<file path="config.mk">
export PLATFORM = sky130hd
export DESIGN_NAME = lifo_stack_with_value_delete
export DESIGN_NICKNAME = d
export VERILOG_FILES = /design/src/sv/lsvd_pkg.sv /design/src/sv/lsvd_cell.sv /design/src/sv/lifo_stack_with_value_delete.sv
export SDC_FILE = /design/constraint.sdc
export NUM_CORES = 1
export LEC_CHECK = 0
export BUFFER_PORTS_ARGS = -buffer_cell sky130_fd_sc_hd__buf_2
export CORE_MARGIN = 3
export CORE_UTILIZATION = 40
export DETAILED_ROUTE_END_ITERATION = 16
export HOLD_SLACK_MARGIN = 0.15
export SLEW_MARGIN = 15
export SYNTH_ARGS = -nofsm -noshare
export SYNTH_HDL_FRONTEND = slang
export SYNTH_HIERARCHICAL = 1
export SYNTH_SLANG_ARGS = --single-unit
export TNS_END_PERCENT = 1
</file>
<file path="constraint.sdc">
create_clock -name clk_i -period 7.29 [get_ports clk_i]
set_clock_uncertainty 0.05 [all_clocks]
set_input_delay 0.729 -clock clk_i [delete_from_list [all_inputs] [get_ports clk_i]]
set_output_delay 0.729 -clock clk_i [all_outputs]
set_load 0.01 [all_outputs]
</file>
<file path="src/sv/lsvd_pkg.sv">
// Shared types and codes for the LIFO stack with value delete.
`timescale 1ns / 1ps

package lsvd_pkg;

  localparam int unsigned WordW  = 32;
  localparam int unsigned CountW = 5;

  typedef enum logic [1:0] {
    CMD_PUSH   = 2'd0,
    CMD_POP    = 2'd1,
    CMD_PEEK   = 2'd2,
    CMD_DELETE = 2'd3
  } cmd_e;

  typedef enum logic [1:0] {
    STAT_OK       = 2'd0,
    STAT_EMPTY    = 2'd1,
    STAT_FULL     = 2'd2,
    STAT_NOTFOUND = 2'd3
  } status_e;

  typedef enum logic [1:0] {
    S_IDLE,
    S_SCAN,
    S_SHIFT
  } state_e;

  // Per-cycle control broadcast to every cell.
  typedef struct packed {
    logic shift_dn;   // push: every cell takes its upper neighbor
    logic pull_all;   // pop: every cell takes its lower neighbor
    logic pull_sel;   // delete: only the selected cell takes its lower neighbor
  } cell_ctl_t;

endpackage

</file>
<file path="src/sv/lsvd_cell.sv">
// One storage cell of the stack chain, with a local compare against the search key.
`timescale 1ns / 1ps

module lsvd_cell #(
  parameter int unsigned IW  = 4,
  parameter int unsigned IDX = 0
) (
  input  logic                                clk_i,
  input  lsvd_pkg::cell_ctl_t                 ctl_i,
  input  logic [IW-1:0]                       idx_i,
  input  logic [lsvd_pkg::WordW-1:0]          key_i,
  input  logic [lsvd_pkg::WordW-1:0]          prev_i,
  input  logic [lsvd_pkg::WordW-1:0]          next_i,
  output logic [lsvd_pkg::WordW-1:0]          data_o,
  output logic                                hit_o
);

  logic [lsvd_pkg::WordW-1:0] data_q, data_d;
  logic                       sel;

  assign sel = (idx_i == IW'(IDX));

  always_comb begin
    data_d = data_q;
    if (ctl_i.shift_dn) begin
      data_d = prev_i;
    end else if (ctl_i.pull_all || (ctl_i.pull_sel && sel)) begin
      data_d = next_i;
    end
  end

  always_ff @(posedge clk_i) begin
    data_q <= data_d;
  end

  assign data_o = data_q;
  assign hit_o  = sel && (data_q == key_i);

endmodule

</file>
<file path="src/sv/lifo_stack_with_value_delete.sv">
// Push / pop / peek: result registered, valid the cycle after the input transfer; 1 per cycle
// while the result channel does not stall. Delete: the search token walks one cell per cycle
// from the top, then the cells below the hit close the gap one per cycle; input stalls until
// the walk ends, result valid the cycle after. Rate is set by that single walking token.
// Reset (async, active low) empties the stack and clears the FSM and the output valid;
// cell contents are not reset and are never read before being written.
`timescale 1ns / 1ps

module lifo_stack_with_value_delete #(
  parameter int unsigned DEPTH = 16
) (
  input  logic                                 clk_i,
  input  logic                                 rst_ni,
  // input channel
  input  logic                                 in_valid_i,
  output logic                                 in_stall_o,
  input  logic [1:0]                           command_i,
  input  logic signed [lsvd_pkg::WordW-1:0]    value_i,
  // result channel
  output logic                                 out_valid_o,
  input  logic                                 out_stall_i,
  output logic [1:0]                           status_o,
  output logic signed [lsvd_pkg::WordW-1:0]    data_out_o,
  output logic [lsvd_pkg::CountW-1:0]          entry_count_o,
  output logic                                 is_empty_o
);

  localparam int unsigned IW = (DEPTH > 1) ? $clog2(DEPTH) : 1;
  localparam int unsigned CW = $clog2(DEPTH + 1);
  localparam int unsigned WW = lsvd_pkg::WordW;

  // Cell 0 is the top of stack; larger index means older entry.
  logic [WW-1:0]        cell_data [DEPTH];
  logic [DEPTH-1:0]     cell_hit;
  lsvd_pkg::cell_ctl_t  ctl;

  lsvd_pkg::state_e     state_q, state_d;
  logic [IW-1:0]        idx_q, idx_d;
  logic [CW-1:0]        count_q, count_d;
  logic [WW-1:0]        key_q;

  // output register
  logic                 out_valid_q, out_valid_d;
  lsvd_pkg::status_e    res_status_q, res_status_d;
  logic [WW-1:0]        res_data_q, res_data_d;
  logic [CW-1:0]        res_count_q;

  logic                 out_free;
  logic                 in_xfer;
  logic                 load_out;
  logic                 is_full;
  logic                 is_none;
  logic                 at_last;
  logic                 any_hit;

  // ---------------------------------------------------------------------------
  // Cell chain: each cell hands its word up or down to its neighbor.
  // ---------------------------------------------------------------------------
  for (genvar k = 0; k < DEPTH; k++) begin : g_cell
    logic [WW-1:0] prev_w;
    logic [WW-1:0] next_w;

    if (k == 0) begin : g_top
      assign prev_w = value_i;
    end else begin : g_mid
      assign prev_w = cell_data[k-1];
    end

    if (k == DEPTH - 1) begin : g_bot
      assign next_w = '0;
    end else begin : g_low
      assign next_w = cell_data[k+1];
    end

    lsvd_cell #(
      .IW  (IW),
      .IDX (k)
    ) u_cell (
      .clk_i  (clk_i),
      .ctl_i  (ctl),
      .idx_i  (idx_q),
      .key_i  (key_q),
      .prev_i (prev_w),
      .next_i (next_w),
      .data_o (cell_data[k]),
      .hit_o  (cell_hit[k])
    );
  end

  assign any_hit = |cell_hit;
  assign is_full = (count_q == CW'(DEPTH));
  assign is_none = (count_q == '0);
  assign at_last = ((CW'(idx_q) + CW'(1)) == count_q);

  // Sequential: a new transfer only from idle, and only if the result slot frees up.
  assign out_free   = !out_valid_q || !out_stall_i;
  assign in_stall_o = !((state_q == lsvd_pkg::S_IDLE) && out_free);
  assign in_xfer    = in_valid_i && !in_stall_o;

  // ---------------------------------------------------------------------------
  // Control FSM
  // ---------------------------------------------------------------------------
  always_comb begin
    state_d      = state_q;
    idx_d        = idx_q;
    count_d      = count_q;
    ctl          = '0;
    load_out     = 1'b0;
    res_status_d = lsvd_pkg::STAT_OK;
    res_data_d   = '0;
    out_valid_d  = out_valid_q && out_stall_i;

    case (state_q)
      lsvd_pkg::S_IDLE: begin
        if (in_xfer) begin
          case (lsvd_pkg::cmd_e'(command_i))
            lsvd_pkg::CMD_PUSH: begin
              load_out = 1'b1;
              if (is_full) begin
                res_status_d = lsvd_pkg::STAT_FULL;
              end else begin
                ctl.shift_dn = 1'b1;
                count_d      = count_q + CW'(1);
              end
            end
            lsvd_pkg::CMD_POP,
            lsvd_pkg::CMD_PEEK: begin
              load_out = 1'b1;
              if (is_none) begin
                res_status_d = lsvd_pkg::STAT_EMPTY;
                res_data_d   = '1;
              end else begin
                res_data_d = cell_data[0];
                if (lsvd_pkg::cmd_e'(command_i) == lsvd_pkg::CMD_POP) begin
                  ctl.pull_all = 1'b1;
                  count_d      = count_q - CW'(1);
                end
              end
            end
            lsvd_pkg::CMD_DELETE: begin
              if (is_none) begin
                load_out     = 1'b1;
                res_status_d = lsvd_pkg::STAT_EMPTY;
              end else begin
                state_d = lsvd_pkg::S_SCAN;
                idx_d   = '0;
              end
            end
            default: begin
              load_out = 1'b1;
            end
          endcase
        end
      end

      lsvd_pkg::S_SCAN: begin
        // Token at idx_q; newest entries are checked first.
        if (any_hit) begin
          ctl.pull_sel = 1'b1;
          if (at_last) begin
            load_out = 1'b1;
            count_d  = count_q - CW'(1);
            state_d  = lsvd_pkg::S_IDLE;
          end else begin
            idx_d   = idx_q + IW'(1);
            state_d = lsvd_pkg::S_SHIFT;
          end
        end else if (at_last) begin
          load_out     = 1'b1;
          res_status_d = lsvd_pkg::STAT_NOTFOUND;
          state_d      = lsvd_pkg::S_IDLE;
        end else begin
          idx_d = idx_q + IW'(1);
        end
      end

      lsvd_pkg::S_SHIFT: begin
        // Close the gap: one older entry moves up per cycle.
        ctl.pull_sel = 1'b1;
        if (at_last) begin
          load_out = 1'b1;
          count_d  = count_q - CW'(1);
          state_d  = lsvd_pkg::S_IDLE;
        end else begin
          idx_d = idx_q + IW'(1);
        end
      end

      default: begin
        state_d = lsvd_pkg::S_IDLE;
      end
    endcase

    if (load_out) begin
      out_valid_d = 1'b1;
    end
  end

  always_ff @(posedge clk_i or negedge rst_ni) begin
    if (!rst_ni) begin
      state_q     <= lsvd_pkg::S_IDLE;
      idx_q       <= '0;
      count_q     <= '0;
      out_valid_q <= 1'b0;
    end else begin
      state_q     <= state_d;
      idx_q       <= idx_d;
      count_q     <= count_d;
      out_valid_q <= out_valid_d;
    end
  end

  // Payload registers
  always_ff @(posedge clk_i) begin
    if (in_xfer) begin
      key_q <= value_i;
    end
    if (load_out) begin
      res_status_q <= res_status_d;
      res_data_q   <= res_data_d;
      res_count_q  <= count_d;
    end
  end

  assign out_valid_o   = out_valid_q;
  assign status_o      = res_status_q;
  assign data_out_o    = res_data_q;
  assign entry_count_o = lsvd_pkg::CountW'(res_count_q);
  assign is_empty_o    = (res_count_q == '0);

`ifndef NO_ASSERTIONS
  // A delete in progress never overlaps a pending result.
  a_busy_no_result: assert property (@(posedge clk_i) disable iff (!rst_ni)
    (state_q != lsvd_pkg::S_IDLE) |-> !out_valid_q)
    else $error("result pending while delete walk is active");

  a_count_bound: assert property (@(posedge clk_i) disable iff (!rst_ni)
    count_q <= CW'(DEPTH))
    else $error("entry count above depth");

  // The walking token stays inside the occupied cells.
  a_token_range: assert property (@(posedge clk_i) disable iff (!rst_ni)
    (state_q != lsvd_pkg::S_IDLE) |-> (CW'(idx_q) < count_q))
    else $error("delete token beyond occupied cells");

  a_push_grows: assert property (@(posedge clk_i) disable iff (!rst_ni)
    (in_xfer && (command_i == lsvd_pkg::CMD_PUSH) && !is_full)
      |=> (count_q == CW'($past(count_q) + CW'(1))))
    else $error("accepted push did not grow the stack");

  a_walk_ends_in_result: assert property (@(posedge clk_i) disable iff (!rst_ni)
    ((state_q != lsvd_pkg::S_IDLE) && at_last) |=> out_valid_q)
    else $error("delete walk ended without a result");
`endif

endmodule

</file>
* Yosys cells after proc, flatten, opt, wreduce, memory -nomap -nowiden *
Cells that the tools add are included.

cells by class
  $add $sub $neg = 4
  equal/unequal tests = 42
  muxes and demuxes = 75
  reductions and logical operators = 85

operators by type and width
  operator                                       count
  2-to-1 mux 32 bit                              33
  == test 32 bit                                 16
  logical AND 1 bit                              35
  nonzero test 2 bit                             17
  == test 4 bit, second input constant           8
  2-to-1 mux 5 bit                               6
  2-to-1 mux 2 bit                               12
  logical OR 1 bit                               17
  == test 4 x 3 -> 1 bit, second input constant  4
  2-to-1 mux 4 bit                               4
  OR reduction 16 bit                            1
  one-hot mux 5 bit (3 select lines)             1
  2-to-1 mux 1 bit                               11
  logical NOT 5 bit                              2
  one-hot mux 5 bit (2 select lines)             1
  == test 4 x 2 -> 1 bit, second input constant  2
  one-hot mux 2 bit (2 select lines)             2
  one-hot mux 4 bit (2 select lines)             1
  == test 2 bit, second input constant           3
  != test 2 bit, second input constant           3
  one-hot mux 1 bit (2 select lines)             3
  one-hot mux 2 bit (3 select lines)             1
  AND reduction 3 bit                            2
  OR reduction 3 bit                             2
  other kinds (14)                               19

word-level totals
  flip-flop bits (word level) = 595
  input bits = 38
  output and inout port bits = 42
  word-level logic and storage cells = 230

* Depth between registers and ports, before layout *
Gate-level depths: netlist (run 1).

  depth in word-level cells = 9
  mapped depth = 10
  depth with buffers taken out = 10

* Cells and area by module *
Netlist (run 1), hierarchy kept.

modules (own cells, without submodules)
  module                              instances  cells each  area an instance (um2)  sequential area each (um2)
  lsvd_cell at g_cell[10].u_cell ...  6          116         1720.4                  960.9
  lsvd_cell at g_cell[0].u_cell ...   5          116         1719.1                  960.9
  lsvd_cell at g_cell[11].u_cell ...  4          116         1717.9                  960.9
  lifo_stack_with_value_delete        1          303         3699.8                  2432.3
  lsvd_cell at g_cell[15].u_cell      1          116         1715.4                  960.9

* Worst setup path before layout (run 1) *
No wires, ideal clock.

  path type = flip-flop to flip-flop
  from = reg idx_q[0]
  to = reg g_cell[15].u_cell.data_q, in the netlist g_cell[15].u_cell/data_o[0] (enable)
  setup time = 0.466 ns
  data arrival time = 5.031 ns
  data required time = 6.774 ns
  slack = 1.743 ns
  cell stages (with the launch flop) = 11
  clock period less this slack = 5.547 ns
  path through = dfrtp_1 -> or4b_4 -> nor3_1 -> nand4_1 -> nor4_2 -> nor4_1 -> nand4_1 -> a21oi_1 -> nor2b_1 -> inv_1 -> o21ai_0

RTL lines
  what                    line                                 text
  start, declared         lifo_stack_with_value_delete.sv:38   logic [IW-1:0] idx_q, idx_d;
  start signal, assigned  lifo_stack_with_value_delete.sv:207  idx_q <= idx_d;
  end signal, assigned    lsvd_cell.sv:33                      data_q <= data_d;
  end, declared           lsvd_cell.sv:18                      logic [lsvd_pkg::WordW-1:0] data_q, data_d;

==> impl_metrics.xml, run 1 <==
<?xml version="1.0" encoding="UTF-8"?>
<metrics>
  <group name="run_status">
    <metric name="result_of_the_run" unit="">completed</metric>
  </group>
  <group name="floorplanning">
    <metric name="initial_utilization" unit="%">40.75</metric>
    <metric name="chip_height" unit="um">285.3</metric>
    <metric name="rows" unit="">101</metric>
    <metric name="design.core.area" unit="um^2">76580</metric>
    <metric name="die_w" unit="um">285.3</metric>
    <metric name="ioPinCount" unit="">80</metric>
    <metric name="die_area" unit="um^2">81400</metric>
  </group>
  <group name="critical_path">
    <metric name="setup.worst_path.start_class" unit="">flop</metric>
    <metric name="reg2reg_path_depth" unit="">11</metric>
    <metric name="critical_path.max_fanout" unit="">28</metric>
    <metric name="crit-reg2reg-launch" unit="">key_q[5]</metric>
    <metric name="crit_path_cell_trace" unit="">xor2_1, nor4_1, nand4_1, nor4_2, nor4_1, nand4_1, a21oi_1, nor2b_1, inv_1, o21ai_4, buf_4</metric>
    <metric name="path_class" unit="">flop to flop</metric>
    <metric name="r2r_setup_slack" unit="ps">1710</metric>
    <metric name="cp.arrival" unit="ps">5850</metric>
    <metric name="crit_start" unit="">key_q[5]</metric>
    <metric name="data_required_time_at_the_worst_endpoint" unit="ps">7560</metric>
    <metric name="timing.critical_path.to" unit="">g_cell[12].u_cell/data_o[5]</metric>
    <metric name="critical_path.reg2reg.endpoint" unit="">g_cell[12].u_cell/data_o[5]</metric>
    <metric name="worstSetupEndpointType" unit="">flop</metric>
    <metric name="slowest_stage_cell_crit_path" unit="">edfxtp_1</metric>
    <metric name="crit_path_max_incr_delay" unit="ps">960</metric>
  </group>
  <group name="sta">
    <metric name="fin_ws" unit="ps">1712</metric>
    <metric name="timing.hold.ws" unit="ps">265.2</metric>
    <metric name="final_worst_path_cycle_share" unit="%">76.52</metric>
    <metric name="rsz0062_at_grt" unit="">no</metric>
    <metric name="fmax" unit="GHz">0.1793</metric>
    <metric name="timing_hold_violations_final" unit="">0</metric>
    <metric name="period_needed" unit="ps">5578</metric>
    <metric name="tightestPinTransition" unit="ps">1212</metric>
    <metric name="slew_headroom" unit="%">19.18</metric>
    <metric name="finalSetupTns" unit="ps">0</metric>
    <metric name="timing_max_transition_violations_final" unit="">0</metric>
    <metric name="report.final.setup_viol" unit="">0</metric>
  </group>
  <group name="job">
    <metric name="max_cap_viol_count" unit="">0</metric>
  </group>
  <group name="placement">
    <metric name="finalWeightedCongestion" unit="">0.8462</metric>
    <metric name="post-place-ws" unit="ps">1809</metric>
    <metric name="place.port_buffers" unit="">79</metric>
    <metric name="dp_hpwl" unit="um">58700</metric>
  </group>
  <group name="finish">
    <metric name="final_util" unit="%">46.15</metric>
    <metric name="count_of_inserted_antenna_diode_cells" unit="">0</metric>
    <metric name="synthToLayoutAreaGrowth" unit="%">13.26</metric>
    <metric name="nets" unit="">2359</metric>
    <metric name="layout_cell_share_with_drive_strength_beyond_1" unit="%">33.04</metric>
  </group>
  <group name="synth">
    <metric name="synth_async_sr_flop_share" unit="%">2.017</metric>
    <metric name="synth_common_cells" unit="">edfxtp_1 (583), mux2_2 (513), xor2_1 (466), nor2_1 (111), nor4_1 (103)</metric>
    <metric name="ys_dominant_reg_cell" unit="">edfxtp_1</metric>
    <metric name="synth_top_area_share" unit="%">56.10</metric>
    <metric name="ys_ff_latch" unit="">595</metric>
    <metric name="mappedNetlistArea" unit="um^2">31200</metric>
    <metric name="synth_top_area_cell" unit="">edfxtp_1</metric>
    <metric name="yosys_warnings" unit="">6</metric>
    <metric name="postSynthCellCount" unit="">2159</metric>
    <metric name="most_numerous_cell_in_the_yosys_netlist" unit="">edfxtp_1</metric>
    <metric name="synth_sequential_area_ratio" unit="%">57.06</metric>
    <metric name="number_of_enable_flip_flop_cells_after_synthesis" unit="">583</metric>
    <metric name="synthTopCellsByArea" unit="">edfxtp_1 (56%), mux2_2 (19%), xor2_1 (13%)</metric>
    <metric name="syn-mean-instance-area" unit="um^2">14.45</metric>
    <metric name="synth_cell_types" unit="">56</metric>
  </group>
  <group name="global_routing">
    <metric name="first_global_vias" unit="">19120</metric>
    <metric name="wire_length_of_the_first_global_routing_pass" unit="um">121900</metric>
    <metric name="grt_max_degree" unit="">158</metric>
    <metric name="overflow" unit="">0</metric>
    <metric name="antenna_found_initial" unit="">1</metric>
    <metric name="globalRouteTotalUtil" unit="%">19.47</metric>
  </group>
  <group name="power_and_ir_drop">
    <metric name="vdd_drop_max" unit="mV">0.1813</metric>
    <metric name="total_leakage_power" unit="nW">11.89</metric>
    <metric name="power-per-cell-area" unit="nW/um^2">300.9</metric>
  </group>
  <group name="route">
    <metric name="vias" unit="">18290</metric>
    <metric name="antenna_violating_nets_post_route" unit="">0</metric>
    <metric name="drt_pass1_iterations" unit="">7</metric>
    <metric name="drt_iter0_markers" unit="">1586</metric>
    <metric name="totalWireLength" unit="um">80680</metric>
    <metric name="drc" unit="">0</metric>
    <metric name="route.detailed.wl_per_inst" unit="um">23.77</metric>
    <metric name="drt-vias-per-instance" unit="">5.390</metric>
  </group>
  <group name="clock_tree">
    <metric name="clk_pin_slew_worst_paths" unit="ps">60</metric>
    <metric name="clock-sinks" unit="">595</metric>
    <metric name="ctsLongestPathBuffers" unit="">3</metric>
    <metric name="h_tree_levels" unit="">3</metric>
    <metric name="cts_repair_resize_count" unit="">0</metric>
    <metric name="clock_insertion_delay_worst_skew" unit="ps">620</metric>
    <metric name="cts-root-buf" unit="">clkbuf_16</metric>
    <metric name="tritoncts_clock_tree" unit="">done</metric>
    <metric name="cts-buffers-inserted" unit="">68</metric>
  </group>
  <group name="hold_path">
    <metric name="hold_class" unit="">input port to flop</metric>
    <metric name="holdPathStages" unit="">1</metric>
  </group>
</metrics>
==> flip-flops by register name (all words and copies together), names as in the netlist <==
| register | count |
|---|---|
| entry_count_o | 5 |
| data_out_o | 32 |
| key_q | 32 |
| g_cell.u_cell/data_o | 512 |
| count_q | 5 |
| idx_q | 4 |
| status_o | 2 |
| state_q | 2 |
| out_valid_o | 1 |
==> worst min path at each step <==
stage / start / endpoint / slack (ps)
after detailed placement: out_valid_o / out_valid_o / 490
after global placement: out_valid_o / out_valid_o / 480
after CTS: value_i[12] / key_q[12] / 230
after global routing: value_i[12] / key_q[12] / 240
final: value_i[17] / key_q[17] / 270
after floorplan: rst_ni / count_q[0] / 380
==> metrics by stage <==
stage | total power, mW | cells | instance area, um^2
global route | 11.10 | 3394 | 35340
floorplan | 6.565 | 2190 | 31320
finish | 10.64 | 3394 | 35340
detailed placement | 7.376 | 3267 | 33160
CTS | 10.71 | 3392 | 35300
global placement | 7.320 | 3267 | 33160
==> metal layers <==
metal / routed length, um / part of all wire, % / GRT usage, % / vias up
met5: 12 / 0.015 / 0 / -
met4: 1274 / 1.6 / 4.094 / 2
met3: 4078 / 5.1 / 3.573 / 90
met2: 38820 / 48 / 31.96 / 409
met1: 36490 / 45 / 27.01 / 9425
li1: - / - / - / 8367
==> layout by cell type, fill, tap and decap left out, types with 10 or more instances in the layout <==
cell | synthesis | routed
clkbuf_1 | 36 | 18
nor4_1 | 103 | 103
xnor2_1 | 52 | 52
o21ai_0 | 26 | 10
clkbuf_16 | 0 | 68
buf_4 | 1 | 43
edfxtp_1 | 583 | 583
ha_1 | 11 | 11
nor3_1 | 18 | 18
nand4_1 | 36 | 36
clkinv_1 | 0 | 14
dfrtp_1 | 12 | 12
nand3_1 | 23 | 23
xor2_1 | 466 | 466
nor2_1 | 111 | 109
nand2_1 | 10 | 10
buf_2 | 37 | 79
nor4_2 | 16 | 16
conb_1 | 1 | 32
clkinv_2 | 0 | 12
inv_1 | 30 | 30
mux2_2 | 513 | 513
==> power breakdown <==
| part | internal (mW) | total [mW] | switching [mW] |
|---|---|---|---|
| logic | 1.01 | 2.35 | 1.34 |
| registers | 4.43 | 4.99 | 0.557 |
| clock network | 1.89 | 3.30 | 1.41 |
==> worst max-delay path, delay by kind of cell, from the launching register on <==
kind,cells,cell delay [ps]
buf+inv,2,480
simple gates,6,2470
xor+xnor,1,150
compound gates,2,1120
flops,1,960
==> layout make-up <==
cell class / count / area [um^2]
sequential: 595 / 17810
clock buffer: 87 / 1783
inverter: 30 / 112.6
multi-input combinational: 1487 / 13180
fill: 6818 / 41240
tap: 1030 / 1289
clock inverter: 37 / 339.1
timing repair buffer: 128 / 835.8
==> timing repair <==
item	4_1_cts	5_1_grt
hold buffers	1	0
buffers inserted	0	0
endpoints found under the hold margin	12	0
==> cells by family after synthesis <==
family | after synthesis | synth area share, %
flip-flops | 595 | 57.06
XOR/XNOR | 518 | 14.54
multiplexers | 514 | 18.56
AND/OR/NAND/NOR | 345 | 6.391
buffers and inverters | 108 | 1.512
AO/OA/AOI/OAI | 67 | 1.480
adder cells (fa/ha/maj) | 11 | 0.4411
other | 1 | 0.01202
No activity file was read; power rests on OpenSTA's default activity.
==> run 2: changes to the inputs <==
--- a/config.mk
+++ b/config.mk
@@ -5,6 +5,7 @@
 export SDC_FILE = /design/constraint.sdc
 export NUM_CORES = 1
 export LEC_CHECK = 0
+export ABC_AREA = 1
 export BUFFER_PORTS_ARGS = -buffer_cell sky130_fd_sc_hd__buf_2
 export CORE_MARGIN = 3
 export CORE_UTILIZATION = 40
==> constraint.sdc (replaced) <==
create_clock -name clk_i -period 5.3 [get_ports clk_i]
set_clock_uncertainty 0.05 [all_clocks]
set_input_delay 0.53 -clock clk_i [delete_from_list [all_inputs] [get_ports clk_i]]
set_output_delay 0.53 -clock clk_i [all_outputs]
set_load 0.01 [all_outputs]
==> impl_metrics.xml, run 2 <==
<?xml version="1.0" encoding="UTF-8"?>
<metrics>
  <group name="critical_path">
    <metric name="critical_path.max_fanout" unit="">32</metric>
    <metric name="crit_path_cell_trace" unit="">inv_1, nand2_1, o21ai_0, nor2_1, nand2_1, nor2_1, nand3_1, nor2_1, nor2_1, nand2_1, nor2_1, nand2_1, nand2_1, a21oi_1, buf_4, a211o_1, buf_12</metric>
    <metric name="path_class" unit="">flop to flop</metric>
    <metric name="worstSetupEndpointType" unit="">flop</metric>
    <metric name="reg2reg_path_depth" unit="">17</metric>
    <metric name="cp.arrival" unit="ps">4660</metric>
    <metric name="data_required_time_at_the_worst_endpoint" unit="ps">5550</metric>
    <metric name="slowest_stage_cell_crit_path" unit="">edfxtp_1</metric>
    <metric name="path_delay_family" unit="">simple AND/OR/NAND/NOR gates</metric>
    <metric name="r2r_setup_slack" unit="ps">890</metric>
    <metric name="crit-reg2reg-launch" unit="">key_q[8]</metric>
    <metric name="critical_path.reg2reg.endpoint" unit="">g_cell[3].u_cell/data_o[12]</metric>
    <metric name="crit_path_max_incr_delay" unit="ps">1110</metric>
    <metric name="worst-path-buf-inv" unit="">3</metric>
    <metric name="setup.worst_path.start_class" unit="">flop</metric>
  </group>
  <group name="floorplanning">
    <metric name="ioPinCount" unit="">80</metric>
    <metric name="design.core.area" unit="um^2">85950</metric>
    <metric name="die_area" unit="um^2">91150</metric>
    <metric name="chip_height" unit="um">301.9</metric>
    <metric name="initial_utilization" unit="%">40.75</metric>
    <metric name="rows" unit="">107</metric>
    <metric name="die_w" unit="um">301.9</metric>
  </group>
  <group name="clock_tree">
    <metric name="cts_repair_resize_count" unit="">0</metric>
    <metric name="cts_hold_buffers" unit="">34</metric>
    <metric name="clock_insertion_delay_worst_skew" unit="ps">600</metric>
    <metric name="h_tree_levels" unit="">3</metric>
    <metric name="tritoncts_clock_tree" unit="">done</metric>
    <metric name="cts-buffers-inserted" unit="">70</metric>
    <metric name="cts-root-buf" unit="">clkbuf_16</metric>
    <metric name="clk_pin_slew_worst_paths" unit="ps">60</metric>
    <metric name="clock-sinks" unit="">595</metric>
    <metric name="postCtsSetupBuffers" unit="">0</metric>
    <metric name="ctsLongestPathBuffers" unit="">3</metric>
  </group>
  <group name="placement">
    <metric name="dp_hpwl" unit="um">68830</metric>
    <metric name="place.port_buffers" unit="">79</metric>
    <metric name="finalWeightedCongestion" unit="">0.8360</metric>
    <metric name="post-place-ws" unit="ps">957.4</metric>
    <metric name="numPlacedInstances" unit="">5882</metric>
  </group>
  <group name="power_and_ir_drop">
    <metric name="p_int" unit="mW">10.27</metric>
    <metric name="vdd_drop_max" unit="mV">0.2395</metric>
    <metric name="clk_pwr_share" unit="%">29.7</metric>
    <metric name="total_leakage_power" unit="nW">19.36</metric>
    <metric name="power-per-cell-area" unit="nW/um^2">396.1</metric>
    <metric name="sw_frac_of_total" unit="%">34.17</metric>
    <metric name="power_frac_seq" unit="%">45.8</metric>
    <metric name="switchingPower" unit="mW">5.331</metric>
    <metric name="combinationalPowerShare" unit="%">24.5</metric>
    <metric name="p_total" unit="mW">15.60</metric>
  </group>
  <group name="sta">
    <metric name="report.final.setup_viol" unit="">0</metric>
    <metric name="final_worst_path_cycle_share" unit="%">83.19</metric>
    <metric name="slew_headroom" unit="%">22.38</metric>
    <metric name="rsz0062_at_grt" unit="">no</metric>
    <metric name="tightestPinTransition" unit="ps">1163</metric>
    <metric name="finalSetupTns" unit="ps">0</metric>
    <metric name="period_needed" unit="ps">4409</metric>
    <metric name="fin_ws" unit="ps">890.8</metric>
    <metric name="timing_max_transition_violations_final" unit="">0</metric>
    <metric name="fmax" unit="GHz">0.2268</metric>
    <metric name="timing_hold_violations_final" unit="">0</metric>
  </group>
  <group name="finish">
    <metric name="layout_cell_share_with_drive_strength_beyond_1" unit="%">5.661</metric>
    <metric name="nets" unit="">4895</metric>
    <metric name="final.fill_count" unit="">8764</metric>
    <metric name="synthToLayoutAreaGrowth" unit="%">12.43</metric>
    <metric name="largest_register_ff_count" unit="">512</metric>
    <metric name="count_of_inserted_antenna_diode_cells" unit="">0</metric>
    <metric name="most-common-layout-cells" unit="">nand2_1 (2580), inv_1 (630), edfxtp_1 (583), nor2_1 (285), xnor2_1 (159)</metric>
    <metric name="final_common_cell" unit="">nand2_1</metric>
    <metric name="finalNonFillerCells" unit="">6037</metric>
  </group>
  <group name="job">
    <metric name="max_cap_viol_count" unit="">0</metric>
  </group>
  <group name="synth">
    <metric name="ys_dominant_reg_cell" unit="">edfxtp_1</metric>
    <metric name="synth_cell_types" unit="">42</metric>
    <metric name="yosys_warnings" unit="">6</metric>
    <metric name="most_numerous_cell_in_the_yosys_netlist" unit="">nand2_1</metric>
    <metric name="number_of_enable_flip_flop_cells_after_synthesis" unit="">583</metric>
    <metric name="mappedNetlistArea" unit="um^2">35020</metric>
    <metric name="synth_async_sr_flop_share" unit="%">2.017</metric>
    <metric name="syn-mean-instance-area" unit="um^2">7.484</metric>
    <metric name="synth_sequential_area_ratio" unit="%">50.84</metric>
    <metric name="synthTopCellsByArea" unit="">edfxtp_1 (50%), nand2_1 (28%), inv_1 (6.8%)</metric>
    <metric name="synth_common_cells" unit="">nand2_1 (2580), inv_1 (630), edfxtp_1 (583), nor2_1 (287), xnor2_1 (159)</metric>
    <metric name="synth_top_area_share" unit="%">49.98</metric>
    <metric name="synth_top_area_cell" unit="">edfxtp_1</metric>
    <metric name="ys_ff_latch" unit="">595</metric>
    <metric name="postSynthCellCount" unit="">4680</metric>
  </group>
  <group name="route">
    <metric name="detail_route.wirelength.met1" unit="um">44820</metric>
    <metric name="route.detailed.wl_per_inst" unit="um">16.08</metric>
    <metric name="totalWireLength" unit="um">97080</metric>
    <metric name="drt_iter0_markers" unit="">2820</metric>
    <metric name="top_signal_layer_used" unit="">met4</metric>
    <metric name="vias" unit="">29070</metric>
    <metric name="drc" unit="">0</metric>
    <metric name="antenna_violating_nets_post_route" unit="">0</metric>
    <metric name="drt-vias-per-instance" unit="">4.816</metric>
    <metric name="routed-wl-met2" unit="um">44410</metric>
    <metric name="detailroute.wirelength.met3" unit="um">6502</metric>
    <metric name="drt_pass1_iterations" unit="">6</metric>
  </group>
  <group name="hold_path">
    <metric name="hold_class" unit="">input port to async pin</metric>
  </group>
  <group name="global_routing">
    <metric name="wire_length_of_the_first_global_routing_pass" unit="um">153500</metric>
    <metric name="antenna_found_initial" unit="">4</metric>
    <metric name="first_global_vias" unit="">27440</metric>
    <metric name="grt_max_degree" unit="">155</metric>
    <metric name="globalRouteTotalUtil" unit="%">21.07</metric>
    <metric name="overflow" unit="">0</metric>
  </group>
  <group name="run_status">
    <metric name="result_of_the_run" unit="">completed</metric>
  </group>
</metrics>
==> run 2: cell families after synthesis <==
family	after synthesis	share of synthesized area (%)
and+or+nand+nor	2958	32.46
other	1	0.01071
AOI/OAI and AO/OA	159	2.536
xor gates and xnor gates	199	4.976
adders and majority gates	11	0.3929
DFF	595	50.84
buffers and inverters	757	8.784
==> run 2: cell type report <==
cell class              count  area, um^2  share of cell area [%]
flip-flops and latches    595       17810                   45.22
multi-input cells        3359       14270                   36.24
inverters                 638        2395                   6.081
clock buffers              90        1891                   4.801
well taps                1144        1431                   3.635
repair buffers            182        1356                   3.444
clock inverters            29       226.5                  0.5751
==> run 2: power groups by stage <==
| stage | Sequential (mW) | Clock (mW) | Combinational [mW] |
|---|---|---|---|
| after global routing | 7.25 | 4.94 | 4.37 |
| after detailed placement | 7.26 | 0 | 3.75 |
| final | 7.14 | 4.63 | 3.83 |
| after floorplan | 7.01 | 0 | 2.65 |
| after global placement | 7.26 | 0 | 3.69 |
| after CTS | 7.17 | 4.74 | 3.79 |
==> run 2: worst max-delay path by stage <==
stage               startpoint                          end  cells past startpoint
floorplan           state_q[0]                data_out_o[0]                      8
global placement      key_q[8]  g_cell[7].u_cell/data_o[14]                     16
detailed placement    key_q[8]   g_cell[2].u_cell/data_o[0]                     17
CTS                   key_q[8]   g_cell[2].u_cell/data_o[0]                     17
global route          key_q[8]  g_cell[3].u_cell/data_o[16]                     17
finish                key_q[8]  g_cell[3].u_cell/data_o[12]                     17
==> run 2: stage by stage <==
step | utilization, % | hold WS, ps | area, um^2
2_1_floorplan | - | 184.4 | 35140
4_1_cts | 45.78 | 280.5 | 39350
6_report | 45.82 | 310.5 | 39380
3_3_place_gp | 42.92 | 380.3 | 36890
5_1_grt | 45.82 | 310.9 | 39380
3_5_place_dp | 42.92 | 380.5 | 36890
==> run 2: per-layer routing <==
| layer | GRT usage, % | vias to the layer above |
|---|---|---|
| li1 | - | 14540 |
| met1 | 30.82 | 13660 |
| met2 | 33.61 | 773 |
| met3 | 2.699 | 101 |
| met4 | 4.372 | 0 |
| met5 | 0 | - |
